--- config.mk ---
export PLATFORM = sky130hd
export DESIGN_NAME = sha1_digest_top
export DESIGN_NICKNAME = d
export VERILOG_FILES = /design/src/hdl/sha1_pkg.sv /design/src/hdl/sha1_wram.sv /design/src/hdl/sha1_digest_top.sv
export SDC_FILE = /design/constraint.sdc
export NUM_CORES = 2
export LEC_CHECK = 0
export ABC_CLOCK_PERIOD_IN_PS = 8500
export BUFFER_PORTS_ARGS = -buffer_cell sky130_fd_sc_hd__buf_2
export CORE_ASPECT_RATIO = 1.25
export CORE_MARGIN = 5
export CORE_UTILIZATION = 35
export DETAILED_ROUTE_END_ITERATION = 8
export PLACE_DENSITY_LB_ADDON = 0.12
export SYNTH_ARGS = -nofsm -noshare
export SYNTH_HDL_FRONTEND = slang
export SYNTH_HIERARCHICAL = 1
export SYNTH_SLANG_ARGS = --single-unit
--- constraint.sdc ---
create_clock -name clk_i -period 8.5 [get_ports clk_i]
set_clock_uncertainty 0.05 [all_clocks]
set_input_delay 1.275 -clock clk_i [delete_from_list [all_inputs] [get_ports clk_i]]
set_output_delay 1.275 -clock clk_i [all_outputs]
set_load 0.02 [all_outputs]
--- src/hdl/sha1_pkg.sv ---
package sha1_pkg;

  localparam logic [31:0] Iv [5] = '{32'h67452301, 32'hEFCDAB89, 32'h98BADCFE,
                                     32'h10325476, 32'hC3D2E1F0};
  localparam logic [31:0] Kc [4] = '{32'h5A827999, 32'h6ED9EBA1, 32'h8F1BBCDC,
                                     32'hCA62C1D6};
  localparam logic [7:0] PadByte = 8'h80;

  function automatic logic [31:0] rotl(input logic [31:0] x, input int unsigned n);
    rotl = (x << n) | (x >> (32 - n));
  endfunction

endpackage

--- src/hdl/sha1_wram.sv ---
module sha1_wram import sha1_pkg::*; (
  input  logic        clk_i,
  input  logic        we_i,
  input  logic [3:0]  waddr_i,
  input  logic [31:0] wdata_i,
  input  logic [3:0]  raddr_i,
  output logic [31:0] rdata_o
);

  logic [31:0] mem_q [16];

  always_ff @(posedge clk_i) begin
    if (we_i) mem_q[waddr_i] <= wdata_i;
    rdata_o <= mem_q[raddr_i];
  end

endmodule

--- src/hdl/sha1_digest_top.sv ---
// SHA-1 over a byte stream, one byte per input word, big-endian packing.
// A byte is taken each cycle until a 64-byte block is full. The input is then
// held off while one round unit compresses the block, one round per cycle. The
// block sits in a 16-entry memory that feeds rounds 0 to 15; the expanded
// schedule runs in a 16-word sliding window. On a last word the padding and
// the length are written into the memory, one word per cycle, and a message
// needs one or two padding blocks. The five digest words then leave, index 0
// first, one per cycle that the receiver takes.
module sha1_digest_top import sha1_pkg::*; (
  input  logic        clk_i,
  input  logic        rst_ni,
  input  logic        valid_i,
  output logic        ready_o,
  input  logic [7:0]  data_byte_i,
  input  logic        has_byte_i,
  input  logic        last_byte_i,
  output logic        valid_o,
  input  logic        ready_i,
  output logic [31:0] digest_word_o,
  output logic [2:0]  word_index_o,
  output logic        last_word_o
);

  typedef enum logic [2:0] {
    S_IN, S_RND, S_PADW, S_OUT
  } state_e;

  state_e      state_q;
  logic [63:0] cnt_q;
  logic [31:0] acc_q;
  logic [31:0] h_q [5];
  logic [31:0] a_q, b_q, c_q, d_q, e_q;
  logic [6:0]  rnd_q;
  logic        fin_q;
  logic        two_q;
  logic        pad_q;
  logic        sec_q;
  logic [3:0]  pw_q;
  logic [2:0]  oi_q;
  logic [31:0] w_hist_q [16];

  logic        we;
  logic [3:0]  waddr, raddr;
  logic [31:0] wdata, rdata;

  sha1_wram u_wram (
    .clk_i, .we_i(we), .waddr_i(waddr), .wdata_i(wdata),
    .raddr_i(raddr), .rdata_o(rdata)
  );

  logic [5:0] pos;
  logic [31:0] acc_n;
  assign pos = cnt_q[5:0];
  always_comb begin
    acc_n = (pos[1:0] == 2'd0) ? 32'd0 : acc_q;
    acc_n[(3 - pos[1:0]) * 8 +: 8] = data_byte_i;
  end

  logic [31:0] wt, f, kk, tmp, sch;
  logic [1:0]  grp;
  always_comb begin
    sch = rotl(w_hist_q[13] ^ w_hist_q[8] ^ w_hist_q[2] ^ w_hist_q[0], 1);
    wt  = (rnd_q < 7'd16) ? rdata : sch;
    grp = (rnd_q < 7'd20) ? 2'd0 : (rnd_q < 7'd40) ? 2'd1 : (rnd_q < 7'd60) ? 2'd2 : 2'd3;
    unique case (grp)
      2'd0:    f = (b_q & c_q) | (~b_q & d_q);
      2'd2:    f = (b_q & c_q) | (b_q & d_q) | (c_q & d_q);
      default: f = b_q ^ c_q ^ d_q;
    endcase
    kk  = Kc[grp];
    tmp = rotl(a_q, 5) + f + e_q + kk + wt;
  end

  logic [63:0] bits;
  logic [31:0] padw;
  logic        pad_we;
  assign bits = {cnt_q[60:0], 3'b000};
  always_comb begin
    padw   = 32'd0;
    pad_we = 1'b1;
    if (!sec_q && pw_q < pos[5:2]) begin
      pad_we = 1'b0;
    end else if (!sec_q && pw_q == pos[5:2]) begin
      for (int i = 0; i < 4; i++) begin
        if (2'(i) < pos[1:0]) padw[(3 - i) * 8 +: 8] = acc_q[(3 - i) * 8 +: 8];
        else if (2'(i) == pos[1:0]) padw[(3 - i) * 8 +: 8] = PadByte;
      end
    end else if (!two_q && pw_q == 4'd14) begin
      padw = bits[63:32];
    end else if (!two_q && pw_q == 4'd15) begin
      padw = bits[31:0];
    end
  end

  always_comb begin
    we = 1'b0; waddr = 4'd0; wdata = 32'd0; raddr = rnd_q[3:0];
    unique case (state_q)
      S_IN: begin
        we = valid_i && has_byte_i && pos[1:0] == 2'd3;
        waddr = pos[5:2]; wdata = acc_n;
        raddr = 4'd0;
      end
      S_PADW: begin
        we = pad_we; waddr = pw_q; wdata = padw; raddr = 4'd0;
      end
      S_RND: raddr = 4'(rnd_q + 7'd1);
      default: ;
    endcase
  end

  assign ready_o       = state_q == S_IN;
  assign valid_o       = state_q == S_OUT;
  assign digest_word_o = h_q[oi_q];
  assign word_index_o  = oi_q;
  assign last_word_o   = oi_q == 3'd4;

  always_ff @(posedge clk_i or negedge rst_ni) begin
    if (!rst_ni) begin
      state_q <= S_IN;
      cnt_q   <= '0;
      for (int i = 0; i < 5; i++) h_q[i] <= Iv[i];
      for (int i = 0; i < 16; i++) w_hist_q[i] <= '0;
      a_q <= '0; b_q <= '0; c_q <= '0; d_q <= '0; e_q <= '0;
      rnd_q <= '0; fin_q <= 1'b0; two_q <= 1'b0; pw_q <= '0; oi_q <= '0;
      pad_q <= 1'b0; sec_q <= 1'b0;
      acc_q <= '0;
    end else begin
      unique case (state_q)
        S_IN: if (valid_i) begin
          if (has_byte_i) begin
            acc_q <= acc_n;
            cnt_q <= cnt_q + 64'd1;
          end
          fin_q <= last_byte_i;
          if (has_byte_i && pos == 6'd63) begin
            state_q <= S_RND; rnd_q <= 7'd0; two_q <= 1'b0;
            a_q <= h_q[0]; b_q <= h_q[1]; c_q <= h_q[2]; d_q <= h_q[3]; e_q <= h_q[4];
          end else if (last_byte_i) begin
            state_q <= S_PADW; pw_q <= 4'd0;
            two_q <= (has_byte_i ? pos + 6'd1 : pos) > 6'd55;
          end
        end
        S_PADW: begin
          pw_q  <= pw_q + 4'd1;
          pad_q <= 1'b1;
          if (pw_q == 4'd15) begin
            state_q <= S_RND; rnd_q <= 7'd0;
            a_q <= h_q[0]; b_q <= h_q[1]; c_q <= h_q[2]; d_q <= h_q[3]; e_q <= h_q[4];
          end
        end
        S_RND: begin
          for (int i = 0; i < 15; i++) w_hist_q[i] <= w_hist_q[i + 1];
          w_hist_q[15] <= wt;
          e_q <= d_q; d_q <= c_q; c_q <= rotl(b_q, 30); b_q <= a_q; a_q <= tmp;
          rnd_q <= rnd_q + 7'd1;
          if (rnd_q == 7'd79) begin
            h_q[0] <= h_q[0] + tmp;   h_q[1] <= h_q[1] + a_q;
            h_q[2] <= h_q[2] + rotl(b_q, 30);
            h_q[3] <= h_q[3] + c_q;   h_q[4] <= h_q[4] + d_q;
            if (!fin_q) state_q <= S_IN;
            else if (!pad_q || two_q) begin
              state_q <= S_PADW; pw_q <= 4'd0;
              sec_q <= two_q; two_q <= 1'b0;
            end else begin
              state_q <= S_OUT; oi_q <= 3'd0;
            end
          end
        end
        S_OUT: if (ready_i) begin
          if (oi_q == 3'd4) begin
            state_q <= S_IN; cnt_q <= '0; fin_q <= 1'b0; oi_q <= 3'd0;
            pad_q <= 1'b0; sec_q <= 1'b0;
            for (int i = 0; i < 5; i++) h_q[i] <= Iv[i];
          end else begin
            oi_q <= oi_q + 3'd1;
          end
        end
        default: state_q <= S_IN;
      endcase
    end
  end

endmodule

==> impl_metrics.toml <==
[status]
status = "completed"

[power_and_ir_drop]
peakVddDrop_uv = 189.9
swShare_pct = 21.51
switching_power_w = 0.003180
p_int_w = 0.01161
power_density_nw_per_um2 = 179.3
combPwrFrac_pct = 0.8
pwr-share-seq_pct = 50.0
p_leak_nw = 35.90
power_frac_clock_pct = 49.2

[grt]
grt_max_degree = 201
grt_pass1_vias = 52080
grt_use_total_pct = 19.61
globalRouteOverflowTotal = 0
antenna_found_initial = 5
grt_pass1_wl_um = 328500

[yosys]
synth_edf_count = 512
synthCells = 6955
syn_area_um2 = 73040
ys.flop_type = "dfrtp_1"
synth_cell_types = 92
ys_seq_elements = 1489
synthArstFlopShare_pct = 63.47
syn_nets = 7309
yosysWarnings = 6
synth.yosys.seq_area_share_pct = 54.44
avgSynthCellArea_um2 = 10.50

[clocking]
cts.sinks = 1489
cts_tree = "built"
htree_levels = 4
clock_path_buffers = 3
worstSkewPairLatency_ps = 820
clkTransAtPathRegs_ps = 60
cts_root_buf = "clkbuf_16"
numCtsBuffers = 165

[timing]
setup_viol = 0
slew_violations = 0
relSlewSlack_pct = 15.93
rsz0062_at_grt = "false"
fin_ws_ps = 489.2
max_freq_mhz = 124.8
tightest_slew_ps = 1261
finalHoldViolCount = 0
min_period_ps = 8011
fin_crit_sh_pct = 94.24
setup_tns_ps = 0

[route]
vias = 51170
drc = 0
antenna_left = 0
drt_wl_total_um = 214700
vias_per_cell = 5.190
drtPass1Iterations = 5
wl_per_cell_um = 21.78
drt_iter0_drc = 3855

[die]
core_area_um2 = 207800
die_h_um = 520.7
dieArea_um2 = 218000
rows = 187
start_util_pct = 35.16
die_x_um = 418.6
num_io_pins = 52

[placed_design]
portBuffers = 51
dp_slack_ps = 141.6
dp.cells = 9550
place_area_um2 = 76880
dp_hpwl_um = 138800
gp_congestion = 0.8423

[final_layout]
synthToLayoutAreaGrowth_pct = 12.92
post-route-util_pct = 39.70
nets = 7332
final_cells = 9859
drive_gt1_share_pct = 10.82
design_area_um2 = 82480

[worst_setup_path]
required_ps = 9180
critical_path_class = "flip-flop to flip-flop"
r2r_start = "rnd_q[3]"
start_kind = "flip-flop"
crit_family = "adder cells"
worstPathArrival_ps = 8690
critPathLaunch = "rnd_q[3]"
cp_slowest_cell = "fa_1"
worst_setup_path_end_kind = "flip-flop"
critPathMaxFanout = 12
cp_slowest_stage_delay_ps = 520
worst-path-buf-inv = 5

[worst_hold_path]
min-delay-start = "w_hist_q[378]"
hold_path_class = "flip-flop to flip-flop"

[flow_run]
drv_cap = 0
metrics by stage:
stage | hold slack (ps) | total power, W
finish | 398.3 | 0.01479
global route | 425.1 | 0.01529
CTS | 390.7 | 0.01502
detailed placement | 398.1 | 0.007650
global placement | 394.8 | 0.007650
floorplan | 388.6 | 0.007530
cell usage in the layout, fill, tap and decap left out, types with 28 or more instances in the layout:
| cell type | Yosys | layout |
|---|---|---|
| a21oi_1 | 291 | 285 |
| and3_1 | 34 | 33 |
| dfstp_2 | 80 | 80 |
| nand3_1 | 62 | 62 |
| o21ai_1 | 27 | 32 |
| buf_4 | 9 | 137 |
| a21o_1 | 75 | 73 |
| fa_1 | 125 | 125 |
| a22oi_1 | 114 | 114 |
| o22ai_1 | 88 | 84 |
| a22o_1 | 45 | 45 |
| clkbuf_1 | 272 | 47 |
| inv_1 | 331 | 331 |
| o21ai_0 | 315 | 310 |
| nor3_1 | 43 | 38 |
| buf_2 | 12 | 50 |
| a221oi_1 | 90 | 90 |
| mux4_2 | 160 | 160 |
| edfxtp_1 | 512 | 512 |
| nand2_1 | 1889 | 1887 |
| clkbuf_16 | 0 | 167 |
| nor2b_1 | 36 | 32 |
| xnor2_1 | 192 | 192 |
| o21a_1 | 28 | 28 |
| xor2_1 | 119 | 119 |
| dfxtp_1 | 32 | 32 |
| nand2b_1 | 35 | 35 |
| a31oi_1 | 33 | 32 |
| nor2_1 | 489 | 474 |
| ha_1 | 215 | 213 |
| dfrtp_1 | 865 | 863 |
worst register-to-register path: cells and delay by family, from the launching register on:
kind            cells  cell delay, ps
compound gates     13            2700
xor+xnor            2             220
flops               1             450
fa+ha+maj           7            2730
buf+inv             5             520
simple gates        8            1260
sequential cells by signal, indices dropped and copies added, names as in the netlist, 2 cells and up:
signal          count
cnt_q              61
state_q             2
u_wram/rdata_o     32
b_q                32
acc_q              32
d_q                32
word_index_o        3
rnd_q               7
c_q                32
u_wram/mem_q      512
h_q               160
a_q                32
e_q                32
w_hist_q          512
pw_q                4
cell usage after synthesis, drive strengths merged (22+ instances only):
cell type / n / area share, %
o21bai: 26 / 0.27
edfxtp: 512 / 21
o21ai: 346 / 2.4
nor2b: 36 / 0.31
xor2: 119 / 1.4
a21o: 75 / 0.77
xnor2: 192 / 2.3
a22o: 45 / 0.54
dfstp: 80 / 2.9
inv: 335 / 1.7
buf: 68 / 0.42
a31oi: 33 / 0.28
mux4: 160 / 4.9
a221oi: 90 / 1.1
o22ai: 88 / 0.75
and3: 34 / 0.29
a22oi: 115 / 1.2
nor2: 490 / 2.5
fa: 125 / 3.4
nand3: 62 / 0.42
a21oi: 292 / 2.0
nand2b: 35 / 0.30
nand4: 27 / 0.24
dfxtp: 32 / 0.88
nand2: 1891 / 9.7
ha: 215 / 3.7
o21a: 28 / 0.29
nor3: 45 / 0.33
a211oi: 22 / 0.23
dfrtp: 865 / 30
clkbuf: 272 / 1.4
routing by layer:
layer | GRT usage [%] | vias up | part of all wire (%)
met4 | 5.722 | 0 | 2.9
met1 | 26.20 | 25880 | 44
met3 | 2.681 | 269 | 4.2
met2 | 33.39 | 1053 | 49
met5 | 0 | - | 0
li1 | - | 23970 | -
cell families after synthesis:
group                    synth area share, %
XOR/XNOR                               3.729
adder cells (fa/ha/maj)                7.123
AND/OR/NAND/NOR                        14.90
AO/OA/AOI/OAI                          11.17
buffers and inverters                  3.536
multiplexers                           5.100
flip-flops                             54.44
worst paths after layout:
kind | end | slack, ps | depth (start not counted)
setup / recovery | h_q[159] | 490 | 35
hold / removal | w_hist_q[410] | 400 | 2
setup reg to reg | h_q[159] | 490 | 35
hold reg to reg | w_hist_q[410] | 400 | 2
max in group asynchronous | w_hist_q[252] | 5940 | 3
min in group asynchronous | w_hist_q[373] | 450 | 1
power groups by stage:
stage / combinational (W) / clock (W) / sequential (W)
6_report: 0.000119 / 0.00728 / 0.00739
5_1_grt: 0.000141 / 0.00777 / 0.00738
4_1_cts: 0.000128 / 0.00750 / 0.00738
3_5_place_dp: 0.000127 / 0 / 0.00752
3_3_place_gp: 0.000127 / 0 / 0.00752
2_1_floorplan: 0.00000602 / 0 / 0.00752
timing repair:
action | CTS | global route
buffers inserted | 0 | 1
endpoints found under the setup margin | 0 | 4
hold buffers | 0 | 0
gates resized for setup | 0 | 24
layout make-up:
cell class	count	area, µm²
clock buffers	240	4713
well taps	2740	3428
diodes	3	7.507
multi-input cells	4791	31070
fillers	20280	125300
inverters	335	1257
clock inverters	65	784.5
flip-flops and latches	1489	39770
repair buffers	196	1445
Note: power is estimated with default switching activity, not from simulation.
